**src/rtl/core/hbr_pkg.sv**
```systemverilog
// Shared types and constants for the HTTP byte-range parser.
package hbr_pkg;

    localparam int FIELD_W    = 64;
    localparam int PREFIX_LEN = 6;

    localparam logic [7:0] PREFIX_TEXT [0:PREFIX_LEN-1] =
        '{8'h62, 8'h79, 8'h74, 8'h65, 8'h73, 8'h3D};  // "bytes="

    localparam logic [7:0] CHAR_DASH = 8'h2D;
    localparam logic [7:0] CHAR_ZERO = 8'h30;
    localparam logic [7:0] CHAR_NINE = 8'h39;

    localparam logic [1:0] STATUS_NONE    = 2'd0;
    localparam logic [1:0] STATUS_VALID   = 2'd1;
    localparam logic [1:0] STATUS_INVALID = 2'd2;

    typedef logic [FIELD_W-1:0] hbr_off_t;

    // Form of a finished header, handed from the front end to the back end
    typedef enum logic [1:0] {
        KIND_INVALID = 2'd0,
        KIND_SUFFIX  = 2'd1,
        KIND_OPEN    = 2'd2,
        KIND_CLOSED  = 2'd3
    } hbr_kind_t;

    typedef struct packed {
        logic [7:0] header_char;
        logic       is_final;
    } hbr_in_t;

    typedef struct packed {
        logic [1:0] range_status;
        hbr_off_t   first_offset;
        hbr_off_t   range_end;
    } hbr_out_t;

endpackage

```
**src/rtl/core/http_byte_range_parser.sv**
```systemverilog
// Top level of the HTTP byte-range parser: size register, front end, queue, back end.
//
//  Channel     | Dir | Handshake             | Beat
//  ------------+-----+-----------------------+---------------------------------------
//  char        | in  | char_valid/char_stall | header_char, is_final
//  range       | out | range_valid/range_stall | range_status, first_offset, range_end
//  cfg         | in  | cfg_wr_en             | cfg_wr_data -> resource_size
//
//  One header character is taken per cycle while char_stall is low; the decimal
//  times-ten accumulate in the front end is the only per-character work and is
//  combinational. A result passes from its final character through the queue
//  and then the back end's range check and output register.
//  rst_n clears the parse state, the queue, the output valid and the size register.
//  char_stall rises only when the two-entry queue is full, so a stalled result
//  side stops input after at most three finished headers are held.
module http_byte_range_parser #(
    parameter int OFFSET_WIDTH = 64
) (
    input  logic               clk,
    input  logic               rst_n,
    input  logic               char_valid,
    output logic               char_stall,
    input  hbr_pkg::hbr_in_t   char_beat,
    output logic               range_valid,
    input  logic               range_stall,
    output hbr_pkg::hbr_out_t  range_beat,
    input  logic               cfg_wr_en,
    input  logic [63:0]        cfg_wr_data
);

    localparam int JOB_W = 2 + 2 * OFFSET_WIDTH;

    logic [OFFSET_WIDTH-1:0] size_reg;

    logic                    char_accept;
    logic                    job_push;
    hbr_pkg::hbr_kind_t      push_kind;
    logic [OFFSET_WIDTH-1:0] push_first;
    logic [OFFSET_WIDTH-1:0] push_second;
    logic [JOB_W-1:0]        push_data;
    logic [JOB_W-1:0]        pop_data;
    logic                    job_pop;
    logic                    queue_full;
    logic                    queue_not_empty;
    hbr_pkg::hbr_kind_t      pop_kind;

    // hold input off only while the queue has no free slot
    assign char_stall  = queue_full;
    assign char_accept = char_valid && !queue_full;

    // size is masked to the offset width at write time
    always_ff @(posedge clk or negedge rst_n)
    begin
        if (!rst_n)
            size_reg <= '0;
        else if (cfg_wr_en)
            size_reg <= cfg_wr_data[OFFSET_WIDTH-1:0];
    end

    hbr_front #(
        .OFFSET_WIDTH (OFFSET_WIDTH)
    ) u_front (
        .clk         (clk),
        .rst_n       (rst_n),
        .char_accept (char_accept),
        .header_char (char_beat.header_char),
        .is_final    (char_beat.is_final),
        .job_push    (job_push),
        .job_kind    (push_kind),
        .job_first   (push_first),
        .job_second  (push_second)
    );

    assign push_data = {push_kind, push_first, push_second};

    hbr_queue #(
        .DATA_WIDTH (JOB_W),
        .DEPTH      (2)
    ) u_queue (
        .clk       (clk),
        .rst_n     (rst_n),
        .push      (job_push),
        .push_data (push_data),
        .pop       (job_pop),
        .pop_data  (pop_data),
        .full      (queue_full),
        .not_empty (queue_not_empty)
    );

    assign pop_kind = hbr_pkg::hbr_kind_t'(pop_data[JOB_W-1:JOB_W-2]);

    hbr_back #(
        .OFFSET_WIDTH (OFFSET_WIDTH)
    ) u_back (
        .clk         (clk),
        .rst_n       (rst_n),
        .job_valid   (queue_not_empty),
        .job_kind    (pop_kind),
        .job_first   (pop_data[2*OFFSET_WIDTH-1:OFFSET_WIDTH]),
        .job_second  (pop_data[OFFSET_WIDTH-1:0]),
        .size        (size_reg),
        .job_pop     (job_pop),
        .range_stall (range_stall),
        .range_valid (range_valid),
        .range_beat  (range_beat)
    );

    a_size_masked: assert property (@(posedge clk) disable iff (!rst_n)
        cfg_wr_en |=> (size_reg == $past(cfg_wr_data[OFFSET_WIDTH-1:0])))
        else $error("resource size not taken from write data");

endmodule

```
**src/rtl/core/hbr_front.sv**
```systemverilog
// Front end: prefix match, parse phase and saturating decimal accumulators.
module hbr_front #(
    parameter int OFFSET_WIDTH = 64
) (
    input  logic                    clk,
    input  logic                    rst_n,
    input  logic                    char_accept,
    input  logic [7:0]              header_char,
    input  logic                    is_final,
    output logic                    job_push,
    output hbr_pkg::hbr_kind_t      job_kind,
    output logic [OFFSET_WIDTH-1:0] job_first,
    output logic [OFFSET_WIDTH-1:0] job_second
);

    typedef enum logic [3:0] {
        PH_PRE0    = 4'd0,
        PH_PRE1    = 4'd1,
        PH_PRE2    = 4'd2,
        PH_PRE3    = 4'd3,
        PH_PRE4    = 4'd4,
        PH_PRE5    = 4'd5,
        PH_START   = 4'd6,
        PH_SUFFIX  = 4'd7,
        PH_SUFEND  = 4'd8,
        PH_FIRST   = 4'd9,
        PH_OPENEND = 4'd10,
        PH_DASH    = 4'd11,
        PH_LAST    = 4'd12,
        PH_DEAD    = 4'd13
    } phase_t;

    localparam logic [OFFSET_WIDTH-1:0] ACC_ZERO = '0;
    localparam logic [OFFSET_WIDTH-1:0] ACC_TOP  = '1;

    phase_t                  phase_reg;
    phase_t                  phase_next;
    logic [OFFSET_WIDTH-1:0] first_reg;
    logic [OFFSET_WIDTH-1:0] first_next;
    logic [OFFSET_WIDTH-1:0] second_reg;
    logic [OFFSET_WIDTH-1:0] second_next;

    logic                    is_digit;
    logic [OFFSET_WIDTH-1:0] acc_base;
    logic [OFFSET_WIDTH+3:0] acc_wide;
    logic [OFFSET_WIDTH-1:0] acc_sum;

    assign is_digit = (header_char >= hbr_pkg::CHAR_ZERO) &&
                      (header_char <= hbr_pkg::CHAR_NINE);

    // times ten plus digit; saturate when the result leaves the offset width
    always_comb
    begin
        if (phase_reg == PH_FIRST)
            acc_base = first_reg;
        else if ((phase_reg == PH_SUFFIX) || (phase_reg == PH_LAST))
            acc_base = second_reg;
        else
            acc_base = ACC_ZERO;
        acc_wide = ({4'd0, acc_base} << 3) + ({4'd0, acc_base} << 1)
                 + {{OFFSET_WIDTH{1'b0}}, header_char[3:0]};
        acc_sum  = (acc_wide[OFFSET_WIDTH+3:OFFSET_WIDTH] != 4'd0) ?
                   ACC_TOP : acc_wide[OFFSET_WIDTH-1:0];
    end

    always_comb
    begin
        phase_next  = phase_reg;
        first_next  = first_reg;
        second_next = second_reg;
        if (phase_reg < PH_START)
        begin
            if (header_char == hbr_pkg::PREFIX_TEXT[phase_reg[2:0]])
                phase_next = phase_t'(phase_reg + 4'd1);
            else
                phase_next = PH_DEAD;
        end
        else
        begin
            unique case (phase_reg)
                PH_START:
                begin
                    if (header_char == hbr_pkg::CHAR_DASH)
                        phase_next = PH_SUFFIX;
                    else if (is_digit)
                    begin
                        first_next = acc_sum;
                        phase_next = PH_FIRST;
                    end
                    else
                        phase_next = PH_OPENEND;
                end
                PH_SUFFIX:
                begin
                    if (is_digit)
                        second_next = acc_sum;
                    else
                        phase_next = PH_SUFEND;
                end
                PH_FIRST:
                begin
                    if (is_digit)
                        first_next = acc_sum;
                    else if (header_char == hbr_pkg::CHAR_DASH)
                        phase_next = PH_DASH;
                    else
                        phase_next = PH_OPENEND;
                end
                PH_DASH, PH_LAST:
                begin
                    if (is_digit)
                    begin
                        second_next = acc_sum;
                        phase_next  = PH_LAST;
                    end
                    else
                        phase_next = PH_DEAD;
                end
                default:
                begin
                    phase_next = phase_reg;
                end
            endcase
        end
    end

    // classify the header as it stands after the final character
    always_comb
    begin
        if ((phase_next < PH_START) || (phase_next == PH_DEAD))
            job_kind = hbr_pkg::KIND_INVALID;
        else if ((phase_next == PH_SUFFIX) || (phase_next == PH_SUFEND))
            job_kind = hbr_pkg::KIND_SUFFIX;
        else if (phase_next == PH_LAST)
            job_kind = hbr_pkg::KIND_CLOSED;
        else
            job_kind = hbr_pkg::KIND_OPEN;
    end

    assign job_push   = char_accept && is_final;
    assign job_first  = first_next;
    assign job_second = second_next;

    always_ff @(posedge clk or negedge rst_n)
    begin
        if (!rst_n)
        begin
            phase_reg  <= PH_PRE0;
            first_reg  <= ACC_ZERO;
            second_reg <= ACC_ZERO;
        end
        else if (char_accept)
        begin
            if (is_final)
            begin
                phase_reg  <= PH_PRE0;
                first_reg  <= ACC_ZERO;
                second_reg <= ACC_ZERO;
            end
            else
            begin
                phase_reg  <= phase_next;
                first_reg  <= first_next;
                second_reg <= second_next;
            end
        end
    end

    a_final_clears: assert property (@(posedge clk) disable iff (!rst_n)
        (char_accept && is_final) |=> (phase_reg == PH_PRE0 && first_reg == ACC_ZERO))
        else $error("parse state not cleared after final character");

    a_dead_sticks: assert property (@(posedge clk) disable iff (!rst_n)
        (phase_reg == PH_DEAD && !(char_accept && is_final)) |=> (phase_reg == PH_DEAD))
        else $error("invalid header left dead phase before its end");

endmodule

```
**src/rtl/core/hbr_queue.sv**
```systemverilog
// Short queue of classified headers between front end and back end.
module hbr_queue #(
    parameter int DATA_WIDTH = 130,
    parameter int DEPTH      = 2
) (
    input  logic                  clk,
    input  logic                  rst_n,
    input  logic                  push,
    input  logic [DATA_WIDTH-1:0] push_data,
    input  logic                  pop,
    output logic [DATA_WIDTH-1:0] pop_data,
    output logic                  full,
    output logic                  not_empty
);

    localparam int PTR_W = (DEPTH > 1) ? $clog2(DEPTH) : 1;
    localparam int CNT_W = $clog2(DEPTH + 1);
    localparam logic [PTR_W-1:0] PTR_LAST = PTR_W'(DEPTH - 1);
    localparam logic [CNT_W-1:0] CNT_FULL = CNT_W'(DEPTH);

    logic [DATA_WIDTH-1:0] slot_reg [0:DEPTH-1];
    logic [PTR_W-1:0]      wr_ptr_reg;
    logic [PTR_W-1:0]      rd_ptr_reg;
    logic [CNT_W-1:0]      count_reg;
    logic [CNT_W-1:0]      count_next;

    assign full      = (count_reg == CNT_FULL);
    assign not_empty = (count_reg != '0);
    assign pop_data  = slot_reg[rd_ptr_reg];

    always_comb
    begin
        count_next = count_reg;
        if (push && !pop)
            count_next = count_reg + CNT_W'(1);
        else if (pop && !push)
            count_next = count_reg - CNT_W'(1);
    end

    always_ff @(posedge clk)
    begin
        if (push)
            slot_reg[wr_ptr_reg] <= push_data;
    end

    always_ff @(posedge clk or negedge rst_n)
    begin
        if (!rst_n)
        begin
            wr_ptr_reg <= '0;
            rd_ptr_reg <= '0;
            count_reg  <= '0;
        end
        else
        begin
            if (push)
                wr_ptr_reg <= (wr_ptr_reg == PTR_LAST) ? '0 : wr_ptr_reg + PTR_W'(1);
            if (pop)
                rd_ptr_reg <= (rd_ptr_reg == PTR_LAST) ? '0 : rd_ptr_reg + PTR_W'(1);
            count_reg <= count_next;
        end
    end

    a_no_overrun: assert property (@(posedge clk) disable iff (!rst_n)
        !(push && full && !pop))
        else $error("push into full queue");

    a_no_underrun: assert property (@(posedge clk) disable iff (!rst_n)
        pop |-> not_empty)
        else $error("pop from empty queue");

endmodule

```
**src/rtl/core/hbr_back.sv**
```systemverilog
// Back end: range checks against the resource size and the output register.
module hbr_back #(
    parameter int OFFSET_WIDTH = 64
) (
    input  logic                    clk,
    input  logic                    rst_n,
    input  logic                    job_valid,
    input  hbr_pkg::hbr_kind_t      job_kind,
    input  logic [OFFSET_WIDTH-1:0] job_first,
    input  logic [OFFSET_WIDTH-1:0] job_second,
    input  logic [OFFSET_WIDTH-1:0] size,
    output logic                    job_pop,
    input  logic                    range_stall,
    output logic                    range_valid,
    output hbr_pkg::hbr_out_t       range_beat
);

    localparam logic [OFFSET_WIDTH-1:0] OFF_ZERO = '0;
    localparam logic [OFFSET_WIDTH-1:0] OFF_ONE  = OFFSET_WIDTH'(1);

    logic                    valid_reg;
    hbr_pkg::hbr_out_t       beat_reg;
    logic [1:0]              status_next;
    logic [OFFSET_WIDTH-1:0] skip_next;
    logic [OFFSET_WIDTH-1:0] end_next;

    logic second_ge_size;
    logic first_ge_size;
    logic second_lt_first;

    assign second_ge_size  = (job_second >= size);
    assign first_ge_size   = (job_first >= size);
    assign second_lt_first = (job_second < job_first);

    always_comb
    begin
        status_next = hbr_pkg::STATUS_INVALID;
        skip_next   = OFF_ZERO;
        end_next    = size;
        unique case (job_kind)
            hbr_pkg::KIND_SUFFIX:
            begin
                if (second_ge_size)
                    status_next = hbr_pkg::STATUS_NONE;
                else
                begin
                    status_next = hbr_pkg::STATUS_VALID;
                    skip_next   = size - job_second;
                end
            end
            hbr_pkg::KIND_OPEN:
            begin
                if (!first_ge_size)
                begin
                    status_next = hbr_pkg::STATUS_VALID;
                    skip_next   = job_first;
                end
            end
            hbr_pkg::KIND_CLOSED:
            begin
                if (!first_ge_size && !second_lt_first && !second_ge_size)
                begin
                    status_next = hbr_pkg::STATUS_VALID;
                    skip_next   = job_first;
                    end_next    = job_second + OFF_ONE;
                end
            end
            hbr_pkg::KIND_INVALID:
            begin
                status_next = hbr_pkg::STATUS_INVALID;
            end
        endcase
    end

    // load when the output register is empty or its beat leaves this cycle
    assign job_pop     = job_valid && (!valid_reg || !range_stall);
    assign range_valid = valid_reg;
    assign range_beat  = beat_reg;

    always_ff @(posedge clk)
    begin
        if (job_pop)
        begin
            beat_reg.range_status <= status_next;
            beat_reg.first_offset <= hbr_pkg::hbr_off_t'(skip_next);
            beat_reg.range_end    <= hbr_pkg::hbr_off_t'(end_next);
        end
    end

    always_ff @(posedge clk or negedge rst_n)
    begin
        if (!rst_n)
            valid_reg <= 1'b0;
        else if (job_pop)
            valid_reg <= 1'b1;
        else if (!range_stall)
            valid_reg <= 1'b0;
    end

    a_valid_ordered: assert property (@(posedge clk) disable iff (!rst_n)
        (valid_reg && beat_reg.range_status == hbr_pkg::STATUS_VALID)
        |-> (beat_reg.first_offset <= beat_reg.range_end))
        else $error("valid range starts past its end");

endmodule

```
**config.mk**
```make
export PLATFORM = sky130hd
export DESIGN_NAME = http_byte_range_parser
export DESIGN_NICKNAME = d
export VERILOG_FILES = /design/src/rtl/core/hbr_pkg.sv /design/src/rtl/core/http_byte_range_parser.sv /design/src/rtl/core/hbr_front.sv /design/src/rtl/core/hbr_queue.sv /design/src/rtl/core/hbr_back.sv
export SDC_FILE = /design/constraint.sdc
export NUM_CORES = 1
export LEC_CHECK = 0
export ABC_AREA = 1
export ABC_CLOCK_PERIOD_IN_PS = 8800
export BUFFER_PORTS_ARGS = -buffer_cell sky130_fd_sc_hd__buf_2
export CELL_PAD_IN_SITES_DETAIL_PLACEMENT = 1
export CELL_PAD_IN_SITES_GLOBAL_PLACEMENT = 2
export CORE_MARGIN = 2
export CORE_UTILIZATION = 38
export CTS_BUF_LIST = sky130_fd_sc_hd__clkbuf_2
export DETAILED_ROUTE_END_ITERATION = 10
export PLACE_DENSITY_LB_ADDON = 0.08
export RECOVER_POWER = 100
export SYNTH_ARGS = -nofsm -noshare
export SYNTH_HDL_FRONTEND = slang
export SYNTH_SLANG_ARGS = --single-unit
```
**constraint.sdc**
```tcl
create_clock -name clk -period 8.8 [get_ports clk]
set_input_delay 0.44 -clock clk [delete_from_list [all_inputs] [get_ports clk]]
set_output_delay 0.44 -clock clk [all_outputs]
set_load 0.005 [all_outputs]
```
Yosys cells after proc, flatten, opt, wreduce, memory -nomap -nowiden:

Memory sizes are Yosys's and may differ from the RTL's.
Index checks and enable logic that the tools add are counted.

* memories kept: 2
* register bits after elaboration: 331
* ROM bits: 64
* bits of input ports: 78
* memory bits (writable): 260
* output and inout bits: 132
* word-level logic and storage cells: 118

Memory list
* u_queue.slot_reg: words 2, width 130, read ports 1, clocked after memory_dff 0, write ports 1, RTL line hbr_queue.sv:21 `logic [DATA_WIDTH-1:0] slot_reg [0:DEPTH-1];`
* (name not given): words 8, width 8, read ports 1, clocked after memory_dff 0, write ports 0, RTL line hbr_front.sv:73 `if (header_char == hbr_pkg::PREFIX_TEXT[phase_reg[2:0]])`

* add/subtract/negate cells: 9
* mux-type cells: 45
* bitwise operators: 1
* magnitude comparators: 8
* reduce and logical (&&, ||, !) cells: 26
* equal/unequal tests: 16

Operators with widths (number)
* two-way mux 64 bit: 16
* one-hot mux 64 bit (3 select lines): 1
* greater-or-equal comparator 64 bit: 2
* one-hot mux 64 bit (2 select lines): 1
* adder 67 x 65 -> 68 bit: 1
* adder 68 x 4 -> 68 bit: 1
* adder 64 x 1 -> 64 bit (second input constant): 1
* less-than comparator 64 bit: 1
* subtractor 64 bit: 1
* equality test 4 bit (second input constant): 6
* two-way mux 4 bit: 6
* two-way mux 8 bit: 2
* one-hot mux 4 bit (4 select lines): 1
* two-way mux 2 bit: 7
* equality test 4 x 3 -> 1 bit (second input constant): 3
* two-way mux 1 bit: 10
* equality test 8 x 6 -> 1 bit (second input constant): 1
* equality test 8 bit: 1
* greater-or-equal comparator 8 x 6 -> 1 bit (second input constant): 1
* <= comparator 8 x 6 -> 1 bit (second input constant): 1
* logical AND 1 bit: 8
* zero test 1 bit: 8
* less-than comparator 4 x 3 -> 1 bit (second input constant): 2
* one-hot mux 2 bit (4 select lines): 1
* other kinds (15): 22

Logic depth before layout (Yosys ltp):

* word-level depth: 13
* depth in mapped cells: 32
* depth with buffers taken out: 30

By module:

A second synthesis with hierarchy kept.

* cells, all modules: 6031
* area total of the unflattened synthesis: 45016.9 um2

By module, submodules not included
* hbr_back: sequential area each 3928.8 um2, times used 1, cells an instance 2596, area an instance 16767.3 um2
* hbr_front: sequential area each 3303.2 um2, times used 1, cells an instance 2733, area an instance 15832.7 um2
* hbr_queue: sequential area each 7907.6 um2, times used 1, cells an instance 430, area an instance 9963.3 um2
* http_byte_range_parser: sequential area each 1601.5 um2, times used 1, cells an instance 272, area an instance 2453.6 um2

Worst setup path after synthesis:

No wires, ideal clock.

* path kind: register to register
* from: reg u_queue.count_reg[1]
* to: mem u_queue.slot_reg[0][0], enable pin
* clock period less this slack: 6846 ps
* arrival time: 6226 ps
* buffers on the path: 0
* stages on the path, launching flop included: 6
* required time: 8180 ps
* path slack: 1954 ps
* library setup time: 620 ps
* cell sequence: dfrtp_1 > inv_1 > o21ai_1 > nor2_1 > inv_1 > nor2_1

* longest elaborated chain between the ends: 6

RTL lines
* start: declaration: RTL line hbr_queue.sv:24 `logic [CNT_W-1:0] count_reg;`
* start signal: assignment: RTL line hbr_queue.sv:60 `count_reg <= count_next;`
* equality test 2 bit: RTL line hbr_queue.sv:27 `assign full = (count_reg == CNT_FULL);`
* zero test 1 bit: RTL line http_byte_range_parser.sv:49 `assign char_accept = char_valid && !queue_full;`
* logical AND 1 bit: RTL line http_byte_range_parser.sv:49
* logical AND 1 bit: RTL line hbr_front.sv:140 `assign job_push = char_accept && is_final;`
* via job_push: RTL line http_byte_range_parser.sv:36 `logic job_push;`
* two-way mux 1 bit: RTL line hbr_queue.sv:42 `if (push)`
* two-way mux 1 bit (not written as such): RTL line hbr_queue.sv:43 `slot_reg[wr_ptr_reg] <= push_data;`
* end: declaration: RTL line hbr_queue.sv:21

The timed path passes the listed nets, and every way through them passes these cells.

Worst setup path after layout:

* from: reg u_front.phase_reg[0]
* to: reg u_front.first_reg[5]

* longest elaborated chain between the ends: 13
* elaborated cells on any way between the ends: 17
* those cells by class: 2 x add/sub; 1 x order compare; 4 x eq/ne; 8 x mux; 2 x reduce/logical

RTL lines
* start: declaration: RTL line hbr_front.sv:36 `phase_t phase_reg;`
* start signal: assignment: RTL line hbr_front.sv:162 `phase_reg <= phase_next;`
* equality test 4 x 3 -> 1 bit / equality test 4 bit (equally long branches): RTL line hbr_front.sv:56 `else if ((phase_reg == PH_SUFFIX) || (phase_reg == PH_LAST))`
* logical OR 1 bit: RTL line hbr_front.sv:56
* two-way mux 64 bit: RTL line hbr_front.sv:56
* two-way mux 64 bit: RTL line hbr_front.sv:54 `if (phase_reg == PH_FIRST)`
* adder 67 x 65 -> 68 bit: RTL line hbr_front.sv:60 `acc_wide = ({4'd0, acc_base} << 3) + ({4'd0, acc_base} << 1)`
* adder 68 x 4 -> 68 bit: RTL line hbr_front.sv:61 `+ {{OFFSET_WIDTH{1'b0}}, header_char[3:0]};`
* nonzero test 4 bit: RTL line hbr_front.sv:62 `acc_sum = (acc_wide[OFFSET_WIDTH+3:OFFSET_WIDTH] != 4'd0) ?`
* two-way mux 64 bit: RTL line hbr_front.sv:62
* two-way mux 64 bit: RTL line hbr_front.sv:85, hbr_front.sv:102
* two-way mux 64 bit: RTL line hbr_front.sv:83 `if (header_char == hbr_pkg::CHAR_DASH)`
* one-hot mux 64 bit (2 select lines): RTL line hbr_front.sv:80 `unique case (phase_reg)`
* two-way mux 64 bit *: RTL line hbr_front.sv:71 `if (phase_reg < PH_START)`
* via push_first[5]: RTL line http_byte_range_parser.sv:38 `logic [OFFSET_WIDTH-1:0] push_first;`
* two-way mux 64 bit *: RTL line hbr_front.sv:154 `if (is_final)`
* end signal: assignment: RTL line hbr_front.sv:163 `first_reg <= first_next;`
* end: declaration: RTL line hbr_front.sv:38 `logic [OFFSET_WIDTH-1:0] first_reg;`

The timed path passes the listed nets; every way through them passes the cells marked *.
A chain may end at the register's enable or synchronous reset.

==> results.txt <==
result of the run: finished, violations left
violated checks: capacitance limit, slew limit
most frequently used cell type in the post-synthesis netlist: nand2_1
count of state elements after synthesis: 591
shortest clock period the worst path allows after layout: 7.928 ns
sequential cell fraction of total power: 0.303
final setup violation count: 0
worst-path cell with the longest stage delay: clkbuf_2
Period Utilization, post-route: 0.9009
number of warning messages in the yosys log: 0
combinational group share of total power: 0.533
type of element capturing the critical path: flop
Tightest Pin Transition: 5.557 ns
Total Negative Setup Slacks: 0 ns
cell at the root of the clock tree: clkbuf_2
TritonCTS clock tree: done
global-route wire length before repair: 289.4 mm
crit start category: flop
share of flip-flops with an asynchronous set or reset: 0.3401
number of iterations in the first detailed-routing pass: 5
Max Clk Rate: 126.1 MHz
deepest level of the CTS H-tree: 4
effective utilization at floorplan: 0.3822
total of buffers placed on input and output ports: 209
initial antenna violation count: 6
post-DP HPWL: 145.2 mm
width of the die: 345.4 microns
number of hold violations in the final report: 0
Peak supply drop: 0.1507 mV
Critical Path Max Stage Delay: 1.05 ns
number of distinct library cells after synthesis: 58
maximum number of pins on one net before global-route repair: 94
chip height: 345.4 microns
switching fraction of total power: 0.5081
count of antenna-violating nets left after detailed routing: 0
top fanout value on the critical path: 42
die area: 119300 sq um
core area: 115900 sq um
final critical-path setup slack: 0.8721 ns
P&R area growth vs syn: 15.06%
TritonCTS Buffers: 162
layout cells sized above 1: 0.09623
critical setup path kind: reg2reg
share of the synthesized area in the top cell type: 0.2644
total number of vias: 44350
average via count per standard cell: 5.379
ports placed on the boundary: 210
Remaining Overflow, GRT: 0
Max-cap violations: 13
global-route usage over all layers: 0.3222
buffer depth of the longest clock path: 3
top area cells in the synthesized netlist: edfxtp_1, nand2_1, dfrtp_1, ha_1, inv_1
later-pin clock latency in the skew report: 1.64 ns
Avg Synthesized Cell Area: 7.298 sq um
mean routed wirelength per cell: 23.65 microns
RePlAce Congestion: 0.9622
required time worst endpoint: 10.31 ns
number of cells after detailed placement: 7641
drt first-iter violations: 3174
critical path data arrival time: 9.44 ns
drt total wl: 195.0 mm
normalized max-slew margin: -2.705
Slew Viols, Final: 688
number of synthesized flops with an enable pin: 390
portion of total power attributed to the clock network: 0.163
most frequent cells after synthesis: nand2_1, inv_1, nor2_1, edfxtp_1, ha_1
switching power: 0.006548 W
Synth Net Count: 6474
RSZ-0062 raised after global routing: no
clock skew after layout: 0.09667 ns
most used flip-flop cell after synthesis: edfxtp_1
number of instances in the synthesized netlist: 6069
classification of the worst-slack hold path: in2reg
library cell with the largest summed area after synthesis: edfxtp_1
synthesized area: 44290 sq um
share of synthesized area occupied by flip-flops and latches: 0.3780
clock transition at the register clock pins on the worst setup and hold paths after CTS: 0.11 ns
# nets final: 6981
internal power component: 0.006338 W
Static Leak: 24.37 nW
row count: 125
max reg flops: 260
number of remaining DRC errors: 0
CTS Sinks: 591
power density relative to cell area: 252.9 nW/um^2
pre-CTS WS: 2.400 ns
final cell count without fillers: 8244
Top cell by count, worst path: nand2_1
vias in the first global route: 45440
## critical path: cells and delay by family, from the launching register on
kind | cells | cell delay, ns
buffers and inverters | 8 | 3.26
adder cells (fa/ha/maj) | 3 | 1.21
AND/OR/NAND/NOR | 19 | 2.44
AO/OA/AOI/OAI | 1 | 0.33
flip-flops | 1 | 0.49
## final timing paths
check                                       start  cells after the start                     end  slack, ns
max                          u_front.phase_reg[0]                     31    u_front.first_reg[5]       0.87
min                                  char_beat[3]                      8   u_front.second_reg[2]       0.20
max reg2reg                  u_front.phase_reg[0]                     31    u_front.first_reg[5]       0.87
min reg2reg                u_front.second_reg[38]                      2  u_front.second_reg[38]       0.51
max in group asynchronous                   rst_n                      5            size_reg[35]       2.64
min in group asynchronous                   rst_n                      5  u_front.second_reg[27]       1.92
## logic make-up after synthesis
group	share of synthesized area
AND/OR/NAND/NOR	0.3183
buffers and inverters	0.09088
AO/OA/AOI/OAI	0.09065
flip-flops	0.3780
adder cells (fa/ha/maj)	0.09288
XOR/XNOR	0.02907
multiplexers	0.0002260
## cells in the final DEF (no fill, tap or decap), drive strengths merged, types with 64 or more instances in the layout
cell | synthesis | routed
a21oi | 261 | 261
buf | 85 | 172
clkbuf | 123 | 313
clkinv | 1 | 64
dfrtp | 201 | 201
dlygate4sd3 | 0 | 294
edfxtp | 390 | 390
ha | 324 | 324
inv | 794 | 798
nand2 | 1889 | 1889
nand3 | 300 | 300
nand3b | 79 | 79
nand4 | 172 | 172
nor2 | 618 | 618
o21ai | 351 | 351
or2 | 126 | 126
xor2 | 127 | 127
## metal layers
metal / share of wire / routed length [microns] / track usage
met5: 0 / 0 / 0
met1: 0.45 / 88140 / 0.4355
met3: 0.049 / 9501 / 0.03969
met2: 0.45 / 88690 / 0.5177
met4: 0.044 / 8666 / 0.1415
## per-stage QoR
stage          total power (W)  utilization  area, sq um  hold WS [ns]
3_5_place_dp           0.01056       0.4028        46690        0.4772
3_3_place_gp           0.01046       0.4028        46690        0.4643
4_1_cts                0.01278       0.4415        51160       0.01363
5_1_grt                0.01370       0.4397        50960        0.2051
6_report               0.01289       0.4397        50960        0.2046
2_1_floorplan         0.007989            -        44290        0.1444
## power by group through the flow
stage	registers, W	logic, W	clock network [W]
6_report	0.00391	0.00687	0.00211
5_1_grt	0.00395	0.00746	0.00229
4_1_cts	0.00386	0.00678	0.00214
3_5_place_dp	0.00392	0.00664	0
3_3_place_gp	0.00390	0.00656	0
2_1_floorplan	0.00389	0.00409	0
## cell type report
| class | count | area (sq um) |
|---|---|---|
| Antenna cell | 7 | 17.52 |
| Clock buffer | 228 | 1141 |
| Clock inverter | 73 | 366.6 |
| Fill cell | 14790 | 64930 |
| Inverter | 795 | 2989 |
| Multi-Input combinational cell | 4475 | 23570 |
| Sequential cell | 591 | 16740 |
| Tap cell | 1524 | 1907 |
| Timing Repair Buffer | 551 | 4233 |
## timing repair
| item | in CTS | in global routing |
|---|---|---|
| buffers inserted | 0 | 0 |
| gates resized for setup | 0 | 0 |
| hold buffers | 295 | 0 |
| hold endpoints to repair | 560 | 0 |
Power figures use the tool's default switching activity.
